$ cat src/rtl/core/flsfo_pkg.sv
// Shared types, codes and constants of the first-layer speed and fan override block.
package flsfo_pkg;

    // Default depth of the comment buffer in bytes
    localparam int COMMENT_BYTES_DEFAULT = 32;

    // Configuration port geometry
    localparam int CFG_INDEX_W = 3;
    localparam int CFG_DATA_W  = 16;

    // Feed percentage outside the early layers
    localparam logic [9:0] FEED_FULL = 10'd100;

    // Configuration reset values
    localparam logic       FEATURE_ENABLE_RESET     = 1'b1;
    localparam logic [7:0] EARLY_LAYER_COUNT_RESET  = 8'd2;
    localparam logic [9:0] EARLY_FEED_PERCENT_RESET = 10'd50;
    localparam logic [7:0] EARLY_FAN_SPEED_RESET    = 8'd0;
    localparam logic [15:0] Z_STEP_THRESHOLD_RESET  = 16'd50;

    // Event codes
    typedef enum logic [3:0] {
        OP_START         = 4'd0,
        OP_END           = 4'd1,
        OP_COMMENT_BEGIN = 4'd2,
        OP_COMMENT_BYTE  = 4'd3,
        OP_COMMENT_END   = 4'd4,
        OP_LAYER_MARKER  = 4'd5,
        OP_EXTRUSION     = 4'd6,
        OP_FAN_REQUEST   = 4'd7,
        OP_SPEED_REQUEST = 4'd8
    } op_t;

    // Configuration register indexes
    typedef enum logic [CFG_INDEX_W-1:0] {
        REG_FEATURE_ENABLE     = 3'd0,
        REG_EARLY_LAYER_COUNT  = 3'd1,
        REG_EARLY_FEED_PERCENT = 3'd2,
        REG_EARLY_FAN_SPEED    = 3'd3,
        REG_Z_STEP_THRESHOLD   = 3'd4
    } cfg_reg_t;

    // One input word
    typedef struct packed {
        logic [3:0]         operation;
        logic [7:0]         char_code;
        logic signed [15:0] layer_value;
        logic [23:0]        z_height;
        logic [2:0]         fan_index;
        logic [9:0]         request_value;
    } in_item_t;

    // One result word
    typedef struct packed {
        logic [9:0]         feed_percent;
        logic               fan_write;
        logic [7:0]         fan_value;
        logic               early_active;
        logic signed [15:0] answer;
    } out_item_t;

    // Clamp a request to a fan PWM value
    function automatic logic [7:0] sat_fan(input logic [9:0] req);
        return (req > 10'd255) ? 8'hFF : req[7:0];
    endfunction

    // Letters of the "LAYER:" prefix
    function automatic logic [7:0] colon_char(input logic [3:0] pos);
        logic [7:0] ch;
        case (pos)
            4'd0:    ch = "L";
            4'd1:    ch = "A";
            4'd2:    ch = "Y";
            4'd3:    ch = "E";
            4'd4:    ch = "R";
            4'd5:    ch = ":";
            default: ch = 8'h00;
        endcase
        return ch;
    endfunction

    // Letters of the twelve-letter layer-step tag
    function automatic logic [7:0] change_char(input logic [3:0] pos);
        logic [7:0] ch;
        case (pos)
            4'd0:    ch = "L";
            4'd1:    ch = "A";
            4'd2:    ch = "Y";
            4'd3:    ch = "E";
            4'd4:    ch = "R";
            4'd5:    ch = "_";
            4'd6:    ch = "C";
            4'd7:    ch = "H";
            4'd8:    ch = "A";
            4'd9:    ch = "N";
            4'd10:   ch = "G";
            4'd11:   ch = "E";
            default: ch = 8'h00;
        endcase
        return ch;
    endfunction

endpackage

$ cat src/rtl/core/flsfo_ram.sv
// Generic single-write, single-read RAM with registered read data.
module flsfo_ram #(
    parameter int WIDTH = 8,
    parameter int DEPTH = 32
) (
    input  logic                     clk,
    input  logic                     we,
    input  logic [$clog2(DEPTH)-1:0] waddr,
    input  logic [WIDTH-1:0]         wdata,
    input  logic [$clog2(DEPTH)-1:0] raddr,
    output logic [WIDTH-1:0]         rdata
);

    logic [WIDTH-1:0] mem [DEPTH];

    // Write one entry and register one read
    always_ff @(posedge clk)
    begin
        if (we)
        begin
            mem[waddr] <= wdata;
        end
        rdata <= mem[raddr];
    end

endmodule

$ cat src/rtl/core/first_layer_speed_fan_override.sv
// Top level of the first-layer feed and fan override block.
//
// Follows the layer being printed from layer markers or, until a marker is
// seen, from rising extrusion Z, and while the layer number is below
// early_layer_count it forces early_feed_percent and the fan 0 PWM
// early_fan_speed; leaving the early layers restores 100 percent feed and
// the last requested fan 0 speed. "LAYER:n" and layer-step tag comments are
// parsed and the layer number, or all ones, is given as the answer; they do
// not move the override. One word is taken at a time. Every event except
// comment end captures its result in the result register on acceptance; the
// result moves to the output register when that is free, and the input
// takes the next word after it has. Comment end steps through the buffered
// bytes one per cycle: the parser reads the comment buffer RAM one byte per
// cycle and folds each digit through a single shift-and-add multiply-by-ten
// unit. It stops on the byte that settles the answer, or at the position
// just past the last buffered byte, and then hands its result on in the
// same way. The buffer holds at most COMMENT_BYTES - 1 bytes. An accepted
// word is processed while an earlier result still waits in the output
// register; the new result then waits, and the input stalls, until the
// word ahead is taken.
module first_layer_speed_fan_override #(
    parameter int COMMENT_BYTES = flsfo_pkg::COMMENT_BYTES_DEFAULT
) (
    input  logic                                 clk,
    input  logic                                 rst_n,
    input  logic                                 in_valid,
    output logic                                 in_stall,
    input  flsfo_pkg::in_item_t                  in_data,
    output logic                                 out_valid,
    input  logic                                 out_stall,
    output flsfo_pkg::out_item_t                 out_data,
    input  logic                                 cfg_we,
    input  logic [flsfo_pkg::CFG_INDEX_W-1:0]    cfg_index,
    input  logic [flsfo_pkg::CFG_DATA_W-1:0]     cfg_data
);

    import flsfo_pkg::*;

    localparam int IW = $clog2(COMMENT_BYTES);
    localparam logic [IW-1:0] LEN_MAX = IW'(COMMENT_BYTES - 1);
    localparam logic [IW-1:0] COLON_LAST = IW'(5);
    localparam logic [IW-1:0] CHANGE_LAST = IW'(11);
    localparam logic [IW-1:0] COLON_LEN = IW'(6);
    localparam logic [IW-1:0] CHANGE_LEN = IW'(12);

    typedef enum logic [1:0] {
        S_IDLE,
        S_SCAN,
        S_DONE
    } state_t;

    state_t state_reg, state_next;

    // Configuration
    logic        feature_enable_reg, feature_enable_next;
    logic [7:0]  early_layer_count_reg, early_layer_count_next;
    logic [9:0]  early_feed_percent_reg, early_feed_percent_next;
    logic [7:0]  early_fan_speed_reg, early_fan_speed_next;
    logic [15:0] z_step_threshold_reg, z_step_threshold_next;

    // Print tracking state
    logic        print_active_reg, print_active_next;
    logic        early_flag_reg, early_flag_next;
    logic        marker_seen_reg, marker_seen_next;
    logic        have_z_reg, have_z_next;
    logic [15:0] tracked_layer_reg, tracked_layer_next;
    logic [15:0] parsed_layer_reg, parsed_layer_next;
    logic [IW-1:0] comment_len_reg, comment_len_next;
    logic [7:0]  saved_fan_reg, saved_fan_next;
    logic [23:0] last_z_reg, last_z_next;
    logic [9:0]  feed_register_reg, feed_register_next;

    // Comment parser
    logic [IW-1:0] idx_reg, idx_next;
    logic [15:0]   acc_reg, acc_next;
    logic          found_reg, found_next;
    logic          digits_reg, digits_next;
    logic          colon_ok_reg, colon_ok_next;
    logic          change_ok_reg, change_ok_next;

    // Result and output stage
    out_item_t     res_reg, res_next;
    out_item_t     out_reg, out_next;
    logic          out_valid_reg, out_valid_next;

    // Comment buffer port
    logic          ram_we;
    logic [IW-1:0] ram_raddr;
    logic [7:0]    ram_rdata;

    // Event scratch
    logic          apply_en;
    logic [15:0]   apply_lay;
    logic          apply_early;
    logic          fan_wr;
    logic [7:0]    fan_val;
    logic [15:0]   answer;
    logic          load_simple;
    logic          override_on;
    logic [24:0]   z_limit;
    logic          at_end;
    logic          is_digit;
    logic          c_hit;
    logic          g_hit;
    logic [15:0]   acc_times_ten;

    flsfo_ram #(
        .WIDTH (8),
        .DEPTH (COMMENT_BYTES)
    ) u_comment_ram (
        .clk   (clk),
        .we    (ram_we),
        .waddr (comment_len_reg),
        .wdata (in_data.char_code),
        .raddr (ram_raddr),
        .rdata (ram_rdata)
    );

    assign in_stall  = (state_reg != S_IDLE);
    assign out_valid = out_valid_reg;
    assign out_data  = out_reg;

    // Prefetch the next buffered byte while scanning; byte 0 while idle
    assign ram_raddr = (state_reg == S_SCAN && idx_reg != comment_len_reg)
                       ? idx_reg + IW'(1) : '0;

    // Shared parser arithmetic: byte tests and multiply-by-ten accumulate
    assign at_end   = (idx_reg == comment_len_reg);
    assign is_digit = (ram_rdata >= "0") && (ram_rdata <= "9");
    assign c_hit    = colon_ok_reg && (idx_reg < COLON_LEN)
                      && (ram_rdata == colon_char(idx_reg[3:0]));
    assign g_hit    = change_ok_reg && (idx_reg < CHANGE_LEN)
                      && (ram_rdata == change_char(idx_reg[3:0]));
    assign acc_times_ten = (acc_reg << 3) + (acc_reg << 1)
                           + {12'd0, ram_rdata[3:0]};

    assign override_on = print_active_reg & feature_enable_reg & early_flag_reg;
    assign z_limit     = {1'b0, last_z_reg} + {9'd0, z_step_threshold_reg};
    assign apply_early = $signed(apply_lay) < $signed({8'd0, early_layer_count_reg});

    always_comb
    begin
        state_next              = state_reg;
        feature_enable_next     = feature_enable_reg;
        early_layer_count_next  = early_layer_count_reg;
        early_feed_percent_next = early_feed_percent_reg;
        early_fan_speed_next    = early_fan_speed_reg;
        z_step_threshold_next   = z_step_threshold_reg;
        print_active_next       = print_active_reg;
        early_flag_next         = early_flag_reg;
        marker_seen_next        = marker_seen_reg;
        have_z_next             = have_z_reg;
        tracked_layer_next      = tracked_layer_reg;
        parsed_layer_next       = parsed_layer_reg;
        comment_len_next        = comment_len_reg;
        saved_fan_next          = saved_fan_reg;
        last_z_next             = last_z_reg;
        feed_register_next      = feed_register_reg;
        idx_next                = idx_reg;
        acc_next                = acc_reg;
        found_next              = found_reg;
        digits_next             = digits_reg;
        colon_ok_next           = colon_ok_reg;
        change_ok_next          = change_ok_reg;
        res_next                = res_reg;
        out_next                = out_reg;
        out_valid_next          = out_valid_reg;
        ram_we                  = 1'b0;
        apply_en                = 1'b0;
        apply_lay               = '0;
        fan_wr                  = 1'b0;
        fan_val                 = '0;
        answer                  = '0;
        load_simple             = 1'b0;

        // Write configuration
        if (cfg_we)
        begin
            case (cfg_reg_t'(cfg_index))
                REG_FEATURE_ENABLE:     feature_enable_next     = cfg_data[0];
                REG_EARLY_LAYER_COUNT:  early_layer_count_next  = cfg_data[7:0];
                REG_EARLY_FEED_PERCENT: early_feed_percent_next = cfg_data[9:0];
                REG_EARLY_FAN_SPEED:    early_fan_speed_next    = cfg_data[7:0];
                REG_Z_STEP_THRESHOLD:   z_step_threshold_next   = cfg_data;
                default: ;
            endcase
        end

        // Drop the output word once taken
        if (out_valid_reg && !out_stall)
        begin
            out_valid_next = 1'b0;
        end

        case (state_reg)
            S_IDLE:
            begin
                if (in_valid)
                begin
                    state_next  = S_DONE;
                    load_simple = 1'b1;
                    case (op_t'(in_data.operation))
                        OP_START:
                        begin
                            if (!print_active_reg)
                            begin
                                print_active_next  = 1'b1;
                                early_flag_next    = 1'b0;
                                marker_seen_next   = 1'b0;
                                have_z_next        = 1'b0;
                                tracked_layer_next = 16'hFFFF;
                                parsed_layer_next  = 16'hFFFF;
                                comment_len_next   = '0;
                                saved_fan_next     = sat_fan(in_data.request_value);
                            end
                        end
                        OP_END:
                        begin
                            if (early_flag_reg)
                            begin
                                fan_wr  = 1'b1;
                                fan_val = saved_fan_reg;
                            end
                            feed_register_next = FEED_FULL;
                            print_active_next  = 1'b0;
                            early_flag_next    = 1'b0;
                        end
                        OP_COMMENT_BEGIN:
                        begin
                            comment_len_next = '0;
                        end
                        OP_COMMENT_BYTE:
                        begin
                            if (comment_len_reg < LEN_MAX)
                            begin
                                ram_we           = 1'b1;
                                comment_len_next = comment_len_reg + IW'(1);
                            end
                        end
                        OP_COMMENT_END:
                        begin
                            state_next     = S_SCAN;
                            load_simple    = 1'b0;
                            idx_next       = '0;
                            acc_next       = '0;
                            found_next     = 1'b0;
                            digits_next    = 1'b0;
                            colon_ok_next  = 1'b1;
                            change_ok_next = 1'b1;
                        end
                        OP_LAYER_MARKER:
                        begin
                            marker_seen_next   = 1'b1;
                            tracked_layer_next = in_data.layer_value;
                            apply_en           = 1'b1;
                            apply_lay          = in_data.layer_value;
                        end
                        OP_EXTRUSION:
                        begin
                            if (print_active_reg && !marker_seen_reg)
                            begin
                                if (!have_z_reg)
                                begin
                                    have_z_next        = 1'b1;
                                    last_z_next        = in_data.z_height;
                                    tracked_layer_next = '0;
                                    apply_en           = 1'b1;
                                    apply_lay          = '0;
                                end
                                else if ({1'b0, in_data.z_height} > z_limit)
                                begin
                                    last_z_next        = in_data.z_height;
                                    tracked_layer_next = tracked_layer_reg + 16'd1;
                                    apply_en           = 1'b1;
                                    apply_lay          = tracked_layer_reg + 16'd1;
                                end
                            end
                        end
                        OP_FAN_REQUEST:
                        begin
                            if (print_active_reg && in_data.fan_index == 3'd0)
                            begin
                                saved_fan_next = sat_fan(in_data.request_value);
                            end
                            if (override_on && in_data.fan_index == 3'd0)
                            begin
                                answer = {8'd0, early_fan_speed_reg};
                            end
                            else
                            begin
                                answer = {8'd0, sat_fan(in_data.request_value)};
                            end
                        end
                        OP_SPEED_REQUEST:
                        begin
                            answer = override_on ? {6'd0, early_feed_percent_reg}
                                                 : {6'd0, in_data.request_value};
                        end
                        default: ;
                    endcase
                end
            end

            S_SCAN:
            begin
                if (digits_reg)
                begin
                    // Fold one digit, or close the number
                    if (at_end || !is_digit)
                    begin
                        state_next = S_DONE;
                        if (found_reg)
                        begin
                            parsed_layer_next = acc_reg;
                            res_next.answer   = acc_reg;
                        end
                        else
                        begin
                            res_next.answer = 16'hFFFF;
                        end
                    end
                    else
                    begin
                        acc_next   = acc_times_ten;
                        found_next = 1'b1;
                        idx_next   = idx_reg + IW'(1);
                    end
                end
                else if (at_end)
                begin
                    state_next      = S_DONE;
                    res_next.answer = 16'hFFFF;
                end
                else if (c_hit && idx_reg == COLON_LAST)
                begin
                    digits_next = 1'b1;
                    idx_next    = idx_reg + IW'(1);
                end
                else if (g_hit && idx_reg == CHANGE_LAST)
                begin
                    state_next        = S_DONE;
                    parsed_layer_next = parsed_layer_reg + 16'd1;
                    res_next.answer   = parsed_layer_reg + 16'd1;
                end
                else if (!c_hit && !g_hit)
                begin
                    state_next      = S_DONE;
                    res_next.answer = 16'hFFFF;
                end
                else
                begin
                    colon_ok_next  = c_hit;
                    change_ok_next = g_hit;
                    idx_next       = idx_reg + IW'(1);
                end
                res_next.feed_percent = feed_register_reg;
                res_next.fan_write    = 1'b0;
                res_next.fan_value    = '0;
                res_next.early_active = early_flag_reg;
            end

            S_DONE:
            begin
                // Hand the result to the output register when it is free
                if (!out_valid_reg || !out_stall)
                begin
                    out_next       = res_reg;
                    out_valid_next = 1'b1;
                    state_next     = S_IDLE;
                end
            end

            default:
            begin
                state_next = S_IDLE;
            end
        endcase

        // Enter or leave the early layers
        if (apply_en && print_active_reg)
        begin
            if (!feature_enable_reg)
            begin
                if (early_flag_reg)
                begin
                    early_flag_next    = 1'b0;
                    feed_register_next = FEED_FULL;
                    fan_wr             = 1'b1;
                    fan_val            = saved_fan_reg;
                end
            end
            else if (apply_early)
            begin
                early_flag_next    = 1'b1;
                feed_register_next = early_feed_percent_reg;
                fan_wr             = 1'b1;
                fan_val            = early_fan_speed_reg;
            end
            else if (early_flag_reg)
            begin
                early_flag_next    = 1'b0;
                feed_register_next = FEED_FULL;
                fan_wr             = 1'b1;
                fan_val            = saved_fan_reg;
            end
        end

        // Capture the result of a one-step event
        if (load_simple)
        begin
            res_next.feed_percent = feed_register_next;
            res_next.fan_write    = fan_wr;
            res_next.fan_value    = fan_val;
            res_next.early_active = early_flag_next;
            res_next.answer       = answer;
        end
    end

    // Hold state, configuration and registered outputs
    always_ff @(posedge clk or negedge rst_n)
    begin
        if (!rst_n)
        begin
            state_reg              <= S_IDLE;
            feature_enable_reg     <= FEATURE_ENABLE_RESET;
            early_layer_count_reg  <= EARLY_LAYER_COUNT_RESET;
            early_feed_percent_reg <= EARLY_FEED_PERCENT_RESET;
            early_fan_speed_reg    <= EARLY_FAN_SPEED_RESET;
            z_step_threshold_reg   <= Z_STEP_THRESHOLD_RESET;
            print_active_reg       <= 1'b0;
            early_flag_reg         <= 1'b0;
            marker_seen_reg        <= 1'b0;
            have_z_reg             <= 1'b0;
            tracked_layer_reg      <= 16'hFFFF;
            parsed_layer_reg       <= 16'hFFFF;
            comment_len_reg        <= '0;
            saved_fan_reg          <= '0;
            last_z_reg             <= '0;
            feed_register_reg      <= FEED_FULL;
            idx_reg                <= '0;
            acc_reg                <= '0;
            found_reg              <= 1'b0;
            digits_reg             <= 1'b0;
            colon_ok_reg           <= 1'b0;
            change_ok_reg          <= 1'b0;
            res_reg                <= '0;
            out_reg                <= '0;
            out_valid_reg          <= 1'b0;
        end
        else
        begin
            state_reg              <= state_next;
            feature_enable_reg     <= feature_enable_next;
            early_layer_count_reg  <= early_layer_count_next;
            early_feed_percent_reg <= early_feed_percent_next;
            early_fan_speed_reg    <= early_fan_speed_next;
            z_step_threshold_reg   <= z_step_threshold_next;
            print_active_reg       <= print_active_next;
            early_flag_reg         <= early_flag_next;
            marker_seen_reg        <= marker_seen_next;
            have_z_reg             <= have_z_next;
            tracked_layer_reg      <= tracked_layer_next;
            parsed_layer_reg       <= parsed_layer_next;
            comment_len_reg        <= comment_len_next;
            saved_fan_reg          <= saved_fan_next;
            last_z_reg             <= last_z_next;
            feed_register_reg      <= feed_register_next;
            idx_reg                <= idx_next;
            acc_reg                <= acc_next;
            found_reg              <= found_next;
            digits_reg             <= digits_next;
            colon_ok_reg           <= colon_ok_next;
            change_ok_reg          <= change_ok_next;
            res_reg                <= res_next;
            out_reg                <= out_next;
            out_valid_reg          <= out_valid_next;
        end
    end

endmodule

$ cat config.mk
export PLATFORM = sky130hd
export DESIGN_NAME = first_layer_speed_fan_override
export DESIGN_NICKNAME = d
export VERILOG_FILES = /design/src/rtl/core/flsfo_pkg.sv /design/src/rtl/core/flsfo_ram.sv /design/src/rtl/core/first_layer_speed_fan_override.sv
export SDC_FILE = /design/constraint.sdc
export NUM_CORES = 1
export LEC_CHECK = 0
export BUFFER_PORTS_ARGS = -buffer_cell sky130_fd_sc_hd__buf_4
export CORE_MARGIN = 2
export CORE_UTILIZATION = 60
export CTS_CLUSTER_DIAMETER = 150
export DETAILED_ROUTE_END_ITERATION = 6
export GPL_ROUTABILITY_DRIVEN = 0
export PLACE_DENSITY = 0.84
export SLEW_MARGIN = 15
export SYNTH_ARGS = -nofsm -noshare
export SYNTH_HDL_FRONTEND = slang
export SYNTH_SLANG_ARGS = --single-unit
$ cat constraint.sdc
create_clock -name clk -period 13.9 [get_ports clk]
set_clock_uncertainty 0.05 [all_clocks]
set_input_delay 2.78 -clock clk [delete_from_list [all_inputs] [get_ports clk]]
set_output_delay 2.78 -clock clk [all_outputs]
set_load 0.005 [all_outputs]
==> Flow_metrics.wiki <==
{| class="wikitable"
! Metric !! Value
|-
| Layout Nets || 2379
|-
| Period utilisation layout || 0.575
|-
| First-iteration detailed-routing DRC count || ~1700
|-
| Count of fill cells added during filler insertion || 2750
|-
| Count of flip-flops with a built-in enable after synthesis || around 260
|-
| Area Overhead vs Synth || 12.9%
|-
| Outcome || completed
|-
| FF/Latch Area || between 10000 and 15000 sq um
|-
| Cell count after synthesis || about 2100
|-
| DIE AREA || approximately 42000 sq um
|-
| Sum of buffers and inverters on the critical path || 1
|-
| Number of levels in the clock H-tree || 2
|-
| Starting density of the core || 0.607
|-
| Initial antenna violation count || 0
|-
| Final sum of negative setup slack || 0 ps
|-
| Crit path max-delay cell type || sky130_fd_sc_hd__dfstp_2
|-
| Wire length of the first global-routing pass || just over 90000 um
|-
| Synth Register Bits || just under 500
|-
| Reported leakage power || 10.6 nW
|-
| Element type at the critical path end || register
|-
| Top-Level Pins || around 130
|-
| Total vias in the final route || between 15000 and 20000
|-
| Total half-perimeter wirelength after legalization and detailed placement || roughly 38000 um
|-
| Worst Hold Class || reg -> reg
|-
| Cell Count Post-Placement || approximately 2700
|-
| Maximum fanout count along the critical path || 24
|-
| P per Cell Area || roughly 170 nW/um^2
|-
| Instance area after placement || roughly 25000 sq um
|-
| Most frequent cells in the layout || sky130_fd_sc_hd__edfxtp_1, sky130_fd_sc_hd__nand2_1, sky130_fd_sc_hd__o21ai_0
|-
| Count of unique library cells instantiated by Yosys || between 80 and 90
|-
| Number of DRC violations after detailed routing || 0
|-
| Crit path max-delay family || compound AO/OA/AOI/OAI gates
|-
| Core box area || 39700 sq um
|-
| Non-Filler Instances || 2768
|-
| Chip Width || around 200 um
|-
| Worst reg2reg setup slack || ~5900 ps
|-
| TritonCTS clock tree || yes
|-
| TritonCTS Sinks || 490
|-
| Clock edge transition at the registers on the reported setup and hold paths || 60 ps
|-
| Unrepaired setup endpoints after global routing || no
|-
| Kind of launch point of the worst setup path || register
|-
| Flip-flop count of the largest register after layout || ~260
|-
| GRT Total Usage || 0.283
|-
| Sequential cell area fraction in the yosys report || 0.562
|-
| Standard-cell row count || 73
|-
| TritonRoute pass-1 iters || 6
|-
| Total standard cell area after synthesis || between 20000 and 25000 sq um
|-
| Setup-failing EPs final || 0
|-
| Worst voltage drop across the vdd grid || 0.174 mV
|-
| Pin count of the biggest net entering global routing || just over 90
|-
| Final cell area excluding filler cells || between 20000 and 30000 sq um
|-
| Multi-input logic area || between 9000 and 10000 sq um
|-
| Peak per-stage delay on the critical path || 560 ps
|-
| Asr flop ratio synth || 0.461
|-
| Total overflow reported by the global router || 0
|-
| Synth Net Count || between 2000 and 2500
|-
| Avg WL per Cell || about 21 um
|-
| Clk buf depth || 3
|-
| # Max-Cap Violations || 0
|-
| Total Routed Length || approximately 59000 um
|-
| Fin crit period || around 8000 ps
|-
| Buffers added on ports || between 100 and 150
|-
| Worst setup path class || reg -> reg
|-
| Post-CTS setup buffer count || 0
|-
| Clock insertion delay at the later pin of the skew report || roughly 620 ps
|-
| Number of global-route vias before repair || ~17000
|-
| Worst endpoint required time || between 10000 and 15000 ps
|-
| Transition time of the tightest slew-check pin || about 1200 ps
|-
| Hold-fix buffers, CTS || 0
|-
| Synthesis warning total || 0
|-
| Via-to-Cell Ratio || ~6.3
|-
| # resized after CTS || 0
|-
| Max-slew violation count || 0
|-
| Min Hold Slack || 434 ps
|-
| Most common library cell in the layout ignoring fill and taps || sky130_fd_sc_hd__edfxtp_1
|-
| Average size of a mapped cell || 11.4 sq um
|-
| # diodes || 0
|-
| Slew margin rel. || 0.207
|-
| Post-layout util || 0.685
|-
| TritonCTS Buffers || 49
|-
| Highest attainable clock frequency || approximately 130 MHz
|-
| Antenna-violating nets left || 0
|-
| Root buffer selected by CTS || sky130_fd_sc_hd__clkbuf_16
|-
| Hold violation count in the final report || 0
|-
| Primary FF master, synth || sky130_fd_sc_hd__edfxtp_1
|-
| Vertical extent of the die || approximately 200 um
|-
| Arrival time reported for the critical path endpoint || about 8400 ps
|-
| Share of final-layout standard cells stronger than drive strength 1 || 0.188
|}
logic make-up (layout without fill, tap and decap cells):
logic type | after synthesis | in the layout | share of synthesized area
AOI/OAI and AO/OA | 524 | 524 | 0.137
xor gates and xnor gates | 70 | 70 | 0.0254
adders and majority gates | 88 | 88 | 0.0466
buffers and inverters | 160 | 283 | 0.0260
DFF | 490 | 490 | 0.562
muxes | 137 | 137 | 0.0705
and+or+nand+nor | 651 | 651 | 0.133
stage by stage:
step | power [mW] | setup slack (ps)
2_1_floorplan | 2.71 | 7100
3_3_place_gp | 3.04 | 6380
3_5_place_dp | 3.09 | 6150
4_1_cts | 4.51 | 6050
5_1_grt | 4.73 | 5370
6_report | 4.51 | 5910
cell type report:
class,count,area share
flip-flops and latches,490,0.498
multi-input cells,1470,0.367
clock buffers,58,0.0478
repair buffers,145,0.0405
well taps,525,0.0241
clock inverters,34,0.0162
inverters,46,0.00634
power by group:
part	switching, mW	internal [mW]	total, mW
clock network	0.589	0.826	1.42
registers	0.223	1.79	2.01
logic	0.610	0.480	1.09
total	1.42	3.09	4.51
worst register-to-register path: cells and delay by family, from the launching register on:
family	cells	cell delay, ps
buffers and inverters	1	320
flip-flops	1	560
AO/OA/AOI/OAI	15	3200
XOR/XNOR	1	130
AND/OR/NAND/NOR	10	2680
adder cells (fa/ha/maj)	3	870
per-layer routing:
metal | GRT usage | vias up | routed length [um]
met2 | 0.456 | 904 | 28200
met1 | 0.397 | 8519 | 24000
met4 | 0.105 | 0 | 2030
met3 | 0.0362 | 143 | 4870
li1 | - | 7983 | -
met5 | 0 | - | 0
cell usage after synthesis, drive strengths merged (4+ instances only):
cell type | number | area [sq um]
and4 | 6 | 55.1
a22oi | 4 | 35.0
dfstp | 43 | 1130
and3 | 18 | 113
inv | 46 | 173
o31ai | 11 | 82.6
mux2i | 19 | 190
nand2b | 15 | 93.8
ha | 85 | 1060
edfxtp | 256 | 7690
a31oi | 41 | 257
nand2 | 203 | 762
or3 | 71 | 444
nor4 | 6 | 50.0
xnor2 | 34 | 298
clkbuf | 91 | 342
or4 | 6 | 45.0
buf | 23 | 113
nand3b | 4 | 30.0
nor3 | 39 | 233
a211oi | 45 | 353
o211ai | 35 | 263
a21oi | 104 | 521
o21ai | 190 | 951
and2 | 50 | 313
o21a | 7 | 52.6
dfrtp | 183 | 4580
nand4 | 13 | 87.6
a221o | 8 | 80.1
a22o | 13 | 114
nor2b | 15 | 93.8
xor2 | 36 | 315
mux4 | 16 | 360
mux2 | 102 | 1150
nand3 | 40 | 200
o221ai | 8 | 70.1
o311ai | 6 | 52.6
dfxtp | 8 | 160
o21bai | 8 | 60.1
a21o | 15 | 113
nor2 | 154 | 578
final timing paths:
kind | start | endpoint | cells past startpoint
worst max-delay path | z_step_threshold_reg[1] | res_reg[26] | 30
worst min-delay path | saved_fan_reg[4] | saved_fan_reg[4] | 2
worst max register to register | z_step_threshold_reg[1] | res_reg[26] | 30
worst min register to register | saved_fan_reg[4] | saved_fan_reg[4] | 2
max in group asynchronous | rst_n | z_step_threshold_reg[12] | 2
min in group asynchronous | rst_n | acc_reg[12] | 1
(Power assumes the default switching activity.)
